`src/design/union_find_spanning_cost_defines.svh`:
```
// ----------------------------------------------------------------------------
// union_find_spanning_cost_defines
// Assertion macros shared by the spanning cost block.
// ----------------------------------------------------------------------------
`ifndef UNION_FIND_SPANNING_COST_DEFINES_SVH
`define UNION_FIND_SPANNING_COST_DEFINES_SVH

// same-cycle implication, sampled on clk, off during reset
`define UFSC_ASSERT_NOW(label, ante, cons, msg) \
  label: assert property (@(posedge clk) disable iff (!rst_n) (ante) |-> (cons)) \
    else $error(msg);

// next-cycle implication, sampled on clk, off during reset
`define UFSC_ASSERT_NEXT(label, ante, cons, msg) \
  label: assert property (@(posedge clk) disable iff (!rst_n) (ante) |=> (cons)) \
    else $error(msg);

`endif

```
`src/design/ufsc_pkg.sv`:
```
// ----------------------------------------------------------------------------
// ufsc_pkg
// Types and constants of the spanning cost block and its set store.
// ----------------------------------------------------------------------------
package ufsc_pkg;

  localparam int NODE_BITS    = 7;
  localparam int MAX_NODES    = 1 << NODE_BITS;
  localparam int RANK_BITS    = 3;
  localparam int COST_BITS    = 32;
  localparam int IN_WGT_BITS  = 16;
  localparam int WEIGHT_BITS  = 16;

  localparam logic [31:0] WEIGHT_MASK32 =
    (WEIGHT_BITS >= 32) ? 32'hFFFF_FFFF : ((32'd1 << WEIGHT_BITS) - 32'd1);
  localparam logic [IN_WGT_BITS-1:0] WEIGHT_MASK = WEIGHT_MASK32[IN_WGT_BITS-1:0];

  typedef logic [NODE_BITS-1:0] node_t;
  typedef logic [RANK_BITS-1:0] rank_t;
  typedef logic [COST_BITS-1:0] cost_t;

  localparam rank_t RANK_MAX = '1;
  localparam cost_t COST_MAX = '1;

  typedef enum logic [2:0] {
    ST_IDLE,
    ST_WALK_CHK,
    ST_COMP_RD,
    ST_COMP_WR,
    ST_RANK_A,
    ST_RANK_B,
    ST_OUT
  } state_t;

  typedef struct packed {
    logic  p_we;
    node_t p_addr;
    node_t p_data;
    logic  r_we;
    node_t r_addr;
    rank_t r_data;
  } store_wr_t;

endpackage

```
`src/design/ufsc_store.sv`:
```
// ----------------------------------------------------------------------------
// ufsc_store
// Parent and rank memories with per-entry valid bits; an invalid entry reads
// as its own root with rank zero.
// ----------------------------------------------------------------------------
module ufsc_store (
  input  logic                clk,
  input  logic                rst_n,
  input  logic                clr_i,
  input  ufsc_pkg::node_t     node_count_i,
  input  ufsc_pkg::node_t     rd_addr_i,
  input  ufsc_pkg::store_wr_t wr_i,
  output ufsc_pkg::node_t     parent_o,
  output ufsc_pkg::rank_t     rank_o
);

  ufsc_pkg::node_t parent_mem [ufsc_pkg::MAX_NODES];
  ufsc_pkg::rank_t rank_mem   [ufsc_pkg::MAX_NODES];

  logic [ufsc_pkg::MAX_NODES-1:0] pvalid_r, pvalid_nxt;
  logic [ufsc_pkg::MAX_NODES-1:0] rvalid_r, rvalid_nxt;

  ufsc_pkg::node_t rd_addr_r;
  ufsc_pkg::node_t parent_rd_r;
  ufsc_pkg::rank_t rank_rd_r;

  always_comb begin
    pvalid_nxt = pvalid_r;
    rvalid_nxt = rvalid_r;
    if (clr_i) begin
      for (int i = 0; i < ufsc_pkg::MAX_NODES; i++) begin
        if (i <= int'(node_count_i)) begin
          pvalid_nxt[i] = 1'b0;
          rvalid_nxt[i] = 1'b0;
        end
      end
    end
    if (wr_i.p_we) pvalid_nxt[wr_i.p_addr] = 1'b1;
    if (wr_i.r_we) rvalid_nxt[wr_i.r_addr] = 1'b1;
  end

  always_ff @(posedge clk) begin
    if (!rst_n) begin
      pvalid_r <= '0;
      rvalid_r <= '0;
    end else begin
      pvalid_r <= pvalid_nxt;
      rvalid_r <= rvalid_nxt;
    end
  end

  always_ff @(posedge clk) begin
    if (wr_i.p_we) parent_mem[wr_i.p_addr] <= wr_i.p_data;
    if (wr_i.r_we) rank_mem[wr_i.r_addr] <= wr_i.r_data;
    parent_rd_r <= parent_mem[rd_addr_i];
    rank_rd_r   <= rank_mem[rd_addr_i];
    rd_addr_r   <= rd_addr_i;
  end

  // never-written entries fall back to their reset value
  assign parent_o = pvalid_r[rd_addr_r] ? parent_rd_r : rd_addr_r;
  assign rank_o   = rvalid_r[rd_addr_r] ? rank_rd_r : '0;

endmodule

```
`src/design/union_find_spanning_cost.sv`:
```
// ----------------------------------------------------------------------------
// union_find_spanning_cost
// Takes weight-ordered edges one at a time and keeps a disjoint-set forest
// (union by rank, full path compression) plus a saturating 32-bit cost. Each
// edge returns joined, the running total_cost and bad_node. An edge with an
// endpoint above node_count goes straight to its result; otherwise both
// endpoints are walked to their roots with their paths compressed, and the
// two roots are merged unless both ends already share a set. The path length
// from each endpoint to its root is at most 7 under union by rank, though a
// start that clears only part of a linked forest can leave longer paths
// behind. The walk goes through the single read port of the parent store:
// every hop is one read turn and every compression is a read turn and a
// write turn. Start clears the nodes 0..node_count at once through valid
// bits, so there is no clearing pass after reset or start. The input is not
// ready again until the result has been transferred out.
// ----------------------------------------------------------------------------
`include "union_find_spanning_cost_defines.svh"

module union_find_spanning_cost (
  input  logic                                 clk,
  input  logic                                 rst_n,
  input  logic                                 cfg_we,
  input  logic [ufsc_pkg::NODE_BITS-1:0]       cfg_data,
  input  logic                                 in_valid,
  output logic                                 in_ready,
  input  logic                                 in_start_req,
  input  logic [ufsc_pkg::NODE_BITS-1:0]       in_node_a,
  input  logic [ufsc_pkg::NODE_BITS-1:0]       in_node_b,
  input  logic [ufsc_pkg::IN_WGT_BITS-1:0]     in_weight,
  output logic                                 out_valid,
  input  logic                                 out_ready,
  output logic                                 out_joined,
  output logic [ufsc_pkg::COST_BITS-1:0]       out_total_cost,
  output logic                                 out_bad_node
);

  ufsc_pkg::state_t state_r, state_nxt;

  ufsc_pkg::node_t node_count_r;
  ufsc_pkg::node_t a_r, a_nxt;
  ufsc_pkg::node_t b_r, b_nxt;
  ufsc_pkg::node_t cur_r, cur_nxt;
  ufsc_pkg::node_t top_r, top_nxt;
  ufsc_pkg::node_t ra_r, ra_nxt;
  ufsc_pkg::node_t rb_r, rb_nxt;
  ufsc_pkg::rank_t rka_r, rka_nxt;
  logic            side_r, side_nxt;
  logic [ufsc_pkg::IN_WGT_BITS-1:0] weight_r, weight_nxt;
  ufsc_pkg::cost_t cost_r, cost_nxt;
  logic            joined_r, joined_nxt;
  logic            bad_r, bad_nxt;

  logic                in_xfer;
  logic                bad_in;
  logic                clr;
  ufsc_pkg::node_t     rd_addr;
  ufsc_pkg::store_wr_t wr;
  ufsc_pkg::node_t     parent_rd;
  ufsc_pkg::rank_t     rank_rd;
  ufsc_pkg::node_t     hi, lo;
  logic [ufsc_pkg::COST_BITS:0] sum;

  ufsc_store u_store (
    .clk          (clk),
    .rst_n        (rst_n),
    .clr_i        (clr),
    .node_count_i (node_count_r),
    .rd_addr_i    (rd_addr),
    .wr_i         (wr),
    .parent_o     (parent_rd),
    .rank_o       (rank_rd)
  );

  assign in_ready = (state_r == ufsc_pkg::ST_IDLE);
  assign in_xfer  = in_valid && in_ready;
  assign bad_in   = (in_node_a > node_count_r) || (in_node_b > node_count_r);
  assign clr      = in_xfer && in_start_req;

  assign out_valid      = (state_r == ufsc_pkg::ST_OUT);
  assign out_joined     = joined_r;
  assign out_bad_node   = bad_r;
  assign out_total_cost = cost_r;

  // next state
  always_comb begin
    state_nxt = state_r;
    case (state_r)
      ufsc_pkg::ST_IDLE: begin
        if (in_xfer) state_nxt = bad_in ? ufsc_pkg::ST_OUT : ufsc_pkg::ST_WALK_CHK;
      end
      ufsc_pkg::ST_WALK_CHK: begin
        if (parent_rd == cur_r) state_nxt = ufsc_pkg::ST_COMP_RD;
      end
      ufsc_pkg::ST_COMP_RD: begin
        if (cur_r != top_r) state_nxt = ufsc_pkg::ST_COMP_WR;
        else if (!side_r) state_nxt = ufsc_pkg::ST_WALK_CHK;
        else if (ra_r == top_r) state_nxt = ufsc_pkg::ST_OUT;
        else state_nxt = ufsc_pkg::ST_RANK_A;
      end
      ufsc_pkg::ST_COMP_WR: state_nxt = ufsc_pkg::ST_COMP_RD;
      ufsc_pkg::ST_RANK_A:  state_nxt = ufsc_pkg::ST_RANK_B;
      ufsc_pkg::ST_RANK_B:  state_nxt = ufsc_pkg::ST_OUT;
      ufsc_pkg::ST_OUT: begin
        if (out_ready) state_nxt = ufsc_pkg::ST_IDLE;
      end
      default: state_nxt = ufsc_pkg::ST_IDLE;
    endcase
  end

  // merge direction: the lower rank goes under; on a tie the first root goes under
  always_comb begin
    if (rka_r <= rank_rd) begin
      hi = rb_r;
      lo = ra_r;
    end else begin
      hi = ra_r;
      lo = rb_r;
    end
    sum = {1'b0, cost_r} + (ufsc_pkg::COST_BITS + 1)'(weight_r);
  end

  // datapath and store control
  always_comb begin
    a_nxt      = a_r;
    b_nxt      = b_r;
    cur_nxt    = cur_r;
    top_nxt    = top_r;
    ra_nxt     = ra_r;
    rb_nxt     = rb_r;
    rka_nxt    = rka_r;
    side_nxt   = side_r;
    weight_nxt = weight_r;
    cost_nxt   = cost_r;
    joined_nxt = joined_r;
    bad_nxt    = bad_r;
    rd_addr    = cur_r;
    wr         = '0;
    case (state_r)
      ufsc_pkg::ST_IDLE: begin
        if (in_xfer) begin
          a_nxt      = in_node_a;
          b_nxt      = in_node_b;
          cur_nxt    = in_node_a;
          side_nxt   = 1'b0;
          weight_nxt = in_weight & ufsc_pkg::WEIGHT_MASK;
          joined_nxt = 1'b0;
          bad_nxt    = bad_in;
          rd_addr    = in_node_a;
          if (in_start_req) cost_nxt = '0;
        end
      end
      ufsc_pkg::ST_WALK_CHK: begin
        if (parent_rd == cur_r) begin
          top_nxt = cur_r;
          cur_nxt = side_r ? b_r : a_r;
        end else begin
          cur_nxt = parent_rd;
          rd_addr = parent_rd;
        end
      end
      ufsc_pkg::ST_COMP_RD: begin
        if (cur_r == top_r) begin
          if (!side_r) begin
            ra_nxt   = top_r;
            side_nxt = 1'b1;
            cur_nxt  = b_r;
            rd_addr  = b_r;
          end else begin
            rb_nxt  = top_r;
            rd_addr = ra_r;
          end
        end
      end
      ufsc_pkg::ST_COMP_WR: begin
        // point the node at its root, advance up the old path
        wr.p_we   = 1'b1;
        wr.p_addr = cur_r;
        wr.p_data = top_r;
        cur_nxt   = parent_rd;
      end
      ufsc_pkg::ST_RANK_A: begin
        rka_nxt = rank_rd;
        rd_addr = rb_r;
      end
      ufsc_pkg::ST_RANK_B: begin
        wr.p_we   = 1'b1;
        wr.p_addr = lo;
        wr.p_data = hi;
        if ((rka_r == rank_rd) && (rank_rd != ufsc_pkg::RANK_MAX)) begin
          wr.r_we   = 1'b1;
          wr.r_addr = hi;
          wr.r_data = rank_rd + ufsc_pkg::rank_t'(1);
        end
        cost_nxt   = sum[ufsc_pkg::COST_BITS] ? ufsc_pkg::COST_MAX
                                              : sum[ufsc_pkg::COST_BITS-1:0];
        joined_nxt = 1'b1;
      end
      ufsc_pkg::ST_OUT: begin
      end
      default: begin
      end
    endcase
  end

  always_ff @(posedge clk) begin
    if (!rst_n) begin
      state_r      <= ufsc_pkg::ST_IDLE;
      node_count_r <= '1;
      cost_r       <= '0;
    end else begin
      state_r <= state_nxt;
      cost_r  <= cost_nxt;
      if (cfg_we) node_count_r <= cfg_data;
    end
  end

  always_ff @(posedge clk) begin
    a_r      <= a_nxt;
    b_r      <= b_nxt;
    cur_r    <= cur_nxt;
    top_r    <= top_nxt;
    ra_r     <= ra_nxt;
    rb_r     <= rb_nxt;
    rka_r    <= rka_nxt;
    side_r   <= side_nxt;
    weight_r <= weight_nxt;
    joined_r <= joined_nxt;
    bad_r    <= bad_nxt;
  end

  `UFSC_ASSERT_NOW(a_no_overlap, in_ready, !out_valid, "input ready while a result is pending")
  `UFSC_ASSERT_NOW(a_bad_not_joined, out_valid && out_bad_node, !out_joined, "ignored edge joined")
  `UFSC_ASSERT_NOW(a_merge_roots, state_r == ufsc_pkg::ST_RANK_B, ra_r != rb_r, "merge of one root")
  `UFSC_ASSERT_NEXT(a_busy_after_xfer, in_valid && in_ready, !in_ready, "ready right after transfer")

endmodule

```
`config.mk`:
```
export PLATFORM = sky130hd
export DESIGN_NAME = union_find_spanning_cost
export DESIGN_NICKNAME = d
export VERILOG_FILES = /design/src/design/ufsc_pkg.sv /design/src/design/ufsc_store.sv /design/src/design/union_find_spanning_cost.sv
export VERILOG_INCLUDE_DIRS = /design/src /design/src/design
export SDC_FILE = /design/constraint.sdc
export NUM_CORES = 2
export LEC_CHECK = 0
export ABC_AREA = 1
export ABC_CLOCK_PERIOD_IN_PS = 11900
export BUFFER_PORTS_ARGS = -buffer_cell sky130_fd_sc_hd__buf_2
export CORE_MARGIN = 10
export CORE_UTILIZATION = 45
export DETAILED_ROUTE_END_ITERATION = 10
export PLACE_DENSITY_LB_ADDON = 0.2
export SYNTH_ARGS = -nofsm -noshare
export SYNTH_HDL_FRONTEND = slang
export SYNTH_SLANG_ARGS = --single-unit
export TNS_END_PERCENT = 1
```
`constraint.sdc`:
```
create_clock -name clk -period 11.9 [get_ports clk]
set_input_delay 1.785 -clock clk [delete_from_list [all_inputs] [get_ports clk]]
set_output_delay 1.785 -clock clk [all_outputs]
set_load 0.02 [all_outputs]
```
* Word-level counts from Yosys, hierarchy flattened
Memory sizes are Yosys's and may differ from the RTL's. A register that Yosys moved wholly into a read port is not among the register bits. Index checks and enable logic that the tools add are counted. Widths: inputs -> output; s select.
Storage, ports and cells: bits in registers 369, memory bits (writable) 1280, input port bits 43, word-level logic and storage cells 499, memories 2
Memories:
- u_store.parent_mem | words 128, bits a word 7, rd ports 1, clocked after memory_dff 1, write ports 1, line ufsc_store.sv:17 | ufsc_pkg::node_t parent_mem [ufsc_pkg::MAX_NODES];
- u_store.rank_mem | words 128, bits a word 3, rd ports 1, clocked after memory_dff 1, write ports 1, line ufsc_store.sv:18 | ufsc_pkg::rank_t rank_mem [ufsc_pkg::MAX_NODES];
Operators by class: $add $sub $neg 2, $lt $le $gt $ge 135, equality and inequality tests 18, mux-type cells 303, bitwise gates (word level) 3, reductions and logical operators 19
Operators with widths (number):
- $mux 128 | 4
- $le 7x7->1 const A | 64
- $mux 1 | 264
- $or 128x128->128 | 2
- $le 6x7->1 const A | 32
- $le 5x7->1 const A | 16
- $mux 32 | 3
- $mux 7 | 11
- $pmux 32 s2 | 1
- $le 4x7->1 const A | 8
- $pmux 7 s4 | 2
- $add 32x16->33 | 1
- $pmux 15 s2 | 1
- $le 3x7->1 const A | 4
- $lt 7x8->1 const B | 3
- $mux 11 | 2
- $eq 7x7->1 | 3
- $mux 3 | 7
- $pmux 3 s7 | 1
- $reduce_and 3->1 | 6
- $bmux 1 s7 | 2
- $demux 1 s7 | 2
- $ge 7x1->1 const B | 2
- $gt 7x7->1 | 2
- other kinds (21) | 37

* Depth between registers and ports, before layout
depth in word-level cells 13, mapped depth 31, gate-level depth less buffers 26

* Hierarchy
From an unflattened synthesis, not the netlist that was laid out.
Unflattened totals: cells, all modules 7130, area total of the unflattened synthesis 71977.8 um2
Modules (own cells, without submodules):
- ufsc_store | instances 1, cells an instance 6185, area each 64993.6 um2, seq. area each 43902.1 um2
- union_find_spanning_cost | instances 1, cells an instance 945, area each 6984.2 um2, seq. area each 2762.6 um2

* Worst setup path after synthesis
No wires, ideal clock.
kind register to register, start register u_store.rd_addr_r[0], end memory u_store.parent_mem[0][6] (netlist bit) (data pin), arrival 8633 ps, data required time 10703 ps, path slack 2070 ps, cell stages (with the launch flop) 24, path through dfxtp_1 inv_2 buf_6 buf_2 clkbuf_1 clkbuf_1 nor2_1 o22ai_1 o21ai_0 o221ai_1 o311ai_0 a32o_1 nor2_1 inv_1 ha_1 a21oi_1 o21ai_0 nand2_1 clkbuf_1 clkbuf_1 nand2_1 o21ai_0 inv_1 o21ai_0
RTL lines:
- start, declared | line ufsc_store.sv:23 | ufsc_pkg::node_t rd_addr_r;
- start signal, assigned | line ufsc_store.sv:57 | rd_addr_r <= rd_addr_i;
- end, declared | line ufsc_store.sv:17

* Worst setup path after layout
start register u_store.rd_addr_r[1], end memory u_store.parent_mem[72][1] (netlist bit), enable pin
Between the ends: word-level cells in the longest chain between the ends 6
RTL lines:
- $bmux 1 s7 | line ufsc_store.sv:62 | assign rank_o = rvalid_r[rd_addr_r] ? rank_rd_r : '0;
- $mux 1 (not written as such) | line ufsc_store.sv:62
- $mux 3 | line ufsc_store.sv:62
- named net rank_rd[2] | line union_find_spanning_cost.sv:59 | ufsc_pkg::rank_t rank_rd;
- $le 3x3->1 | line union_find_spanning_cost.sv:112 | if (rka_r <= rank_rd) begin
- $mux 7 | line union_find_spanning_cost.sv:112
- $pmux 15 s2 | line union_find_spanning_cost.sv:138 | case (state_r)
The timed path passes the listed nets, and every way through them passes these cells. The select of a mux whose other input is x is not followed.

==> flow_summary.ini <==
[timing]
hold_viol = 0
slew_headroom_pct = 1.521
setup-tns-final_ns = 0
period_share_pct = 70.14
period_needed_ns = 8.347
skew_ns = 0.03741
rsz0062_at_grt = false
fmax_ghz = 0.1198
worst_slack_ns = 3.553
tightest_slew_ns = 1.462
setup_viol = 0
slew_violations = 0

[clock_tree]
cts.sinks = 1659
clkTransAtPathRegs_ns = 0.06
cts_root_buf = clkbuf_16
cts.repair.resized = 0
cts_tree = done
numCtsBuffers = 176
hold_buffers = 0
clk_latency_ns = 0.85
cts_buffer_depth = 3
h-tree-depth = 4
post_cts_buffers = 0

[route]
viasPerCell = 5.866
wire_per_inst_um = 25.91
drt_wl_total_um = 262100
dr.pass1.iters = 11
post-route-drc-count = 1
vias = 59328
drt_iter0_markers = 7260
antenna_left = 0

[job]
drv_cap = 1

[worst_setup_path]
crit_fanout = 35
cp.arrival_ns = 8.78
end_kind = flip-flop
crit_required_ns = 12.33
start_kind = flip-flop
crit_chain = inv_2, buf_4, o21ai_0, o22ai_1, nor2_1, o221ai_1, o311ai_0, a32o_1, nor2_1, inv_1, ha_1, nand2_1, o21ai_0, nand2_1, inv_1, nor2_1, o32ai_1, inv_1, nor2_1, inv_1, nor2_1, inv_1, nor2_1
cp_slowest_cell = nor2_1
crit_top_cell = nor2_1
crit_family = buffers and inverters
max_stage_delay_ns = 0.87
critical_path_class = reg2reg
critPathBufInv = 7

[synth]
ys_seq_area_share_pct = 61.75
synthDistinctLibCells = 50
synth.cell_area_um2 = 75570
synth_nets = 7946
synthArstFlopShare_pct = 0
synth_seq_cells = 1659
synthFlopType = edfxtp_1
synthCells = 7867
synth-edff-count = 1344
synth-warning-count = 0
avgSynthCellArea_um2 = 9.606

[pwr]
ir_drop_v = 0.0004724
powerDensity_nw_per_um2 = 302.6
finalPower_w = 0.02527
p_leak_nw = 31.97

[run_status]
violations = design-rule violations, max-capacitance violations
status = complete, but fails checks

[die]
die_y_um = 429.8
die_x_um = 429.8
pin_count = 79
std_cell_rows = 150
die-area_um2 = 184700
core_area_um2 = 167000
start_util_pct = 45.24

[global_routing]
grt_overflow_total = 0
grt_usage_pct = 27.38
grt_max_degree = 205
antenna_found_initial = 15
grt_pass1_wl_um = 381400
grt_pass1_vias = 55813

[placed_design]
numPortBuffers = 78
dpl.hpwl_um = 165800
dp_slack_ns = 3.878
place.gp.congestion = 0.9833

[final_layout]
finish.utilization_pct = 49.99
regArea_um2 = 46670
drive_gt1_share_pct = 6.176
multi_input_area_um2 = 23200
nFillCells = 15325
syn_to_final_growth_pct = 10.50
layout.nets = 7828

[min_path]
hp-class = reg2reg
==> cell usage in the layout (no fill, tap or decap), types with 31 or more instances in the layout <==
| cell type | count |
|---|---|
| a21oi_1 | 344 |
| buf_2 | 78 |
| buf_4 | 96 |
| clkbuf_1 | 46 |
| clkbuf_16 | 178 |
| clkinv_2 | 36 |
| dfxtp_1 | 312 |
| edfxtp_1 | 1344 |
| ha_1 | 35 |
| inv_1 | 978 |
| nand2_1 | 1333 |
| nand3_1 | 1379 |
| nand3b_1 | 441 |
| nor2_1 | 696 |
| o211ai_1 | 31 |
| o21ai_0 | 284 |
| o22ai_1 | 37 |
==> worst min-delay path: cells and delay by family, from the launching register on <==
family,cells,cell delay [ns]
compound gates,2,0.12
flops,1,0.31
==> flip-flops by register name (all words and copies together) (netlist names), 3 cells and up <==
register / count
weight_r: 16
a_r: 7
u_store.rd_addr_r: 7
rb_r: 7
u_store.parent_mem: 896
u_store.rank_mem: 384
node_count_r: 7
u_store.rank_rd_r: 3
u_store.pvalid_r: 128
out_total_cost: 32
cur_r: 7
b_r: 7
ra_r: 7
u_store.parent_rd_r: 7
u_store.rvalid_r: 128
rka_r: 3
state_r: 3
top_r: 7
==> metal layers <==
metal	wire (um)	vias up	global-route usage [%]	share of wire [%]
met5	37	-	0	0.014
met4	15500	6	14.14	5.9
met3	27130	678	6.319	10
met2	115600	3341	41.85	44
met1	103800	28937	36.34	40
li1	-	26366	-	-
==> cell type report <==
type / count / share of cell area, %
Antenna cell: 8 / 0.02397
Clock buffer: 238 / 5.772
Clock inverter: 93 / 1.215
Inverter: 998 / 4.515
Multi-Input combinational cell: 4733 / 27.78
Sequential cell: 1659 / 55.89
Tap cell: 2204 / 3.303
Timing Repair Buffer: 181 / 1.498
==> synth_stat cells, types with 31 or more instances <==
master	count	area, um^2
nand3_1	1379	6902
edfxtp_1	1344	40360
nand2_1	1336	5015
inv_1	989	3712
nor2_1	700	2628
nand3b_1	441	3311
a21oi_1	344	1722
dfxtp_1	315	6306
o21ai_0	294	1471
clkbuf_1	250	938.4
buf_2	188	940.9
o22ai_1	37	231.5
ha_1	35	437.9
o211ai_1	31	232.7
==> path summary, 6_finish.rpt <==
kind / start / endpoint / slack [ns] / cells past startpoint
max: u_store.rd_addr_r[1] / u_store.parent_mem[72][1] / 3.55 / 23
max reg2reg: u_store.rd_addr_r[1] / u_store.parent_mem[72][1] / 3.55 / 23
min: u_store.pvalid_r[63] / u_store.pvalid_r[63] / 0.48 / 2
min reg2reg: u_store.pvalid_r[63] / u_store.pvalid_r[63] / 0.48 / 2
==> metrics by stage <==
stage / cells / instance area, um^2 / hold slack (ns)
2_1_floorplan: 7867 / 75570 / 0.4244
3_3_place_gp: 9775 / 77650 / 0.4611
3_5_place_dp: 9775 / 77650 / 0.4681
4_1_cts: 10106 / 83480 / 0.4779
5_1_grt: 10107 / 83480 / 0.4905
6_report: 10114 / 83500 / 0.4784
==> kinds of logic (layout without fill, tap and decap cells) <==
kind of cell / after synthesis / in the layout / share of synthesized area [%]
buf+inv: 1475 / 1510 / 7.772
simple gates: 3895 / 3895 / 23.96
xor+xnor: 44 / 44 / 0.5100
compound gates: 758 / 758 / 5.404
fa+ha+maj: 36 / 36 / 0.6060
other cells: 0 / 8 / 0
flops: 1659 / 1659 / 61.75
==> power breakdown <==
group          internal (W)  switching, W
clock network       0.00317       0.00240
registers           0.00651      0.000163
logic               0.00321       0.00982
total                0.0129        0.0124
Power figures use the tool's default switching activity.
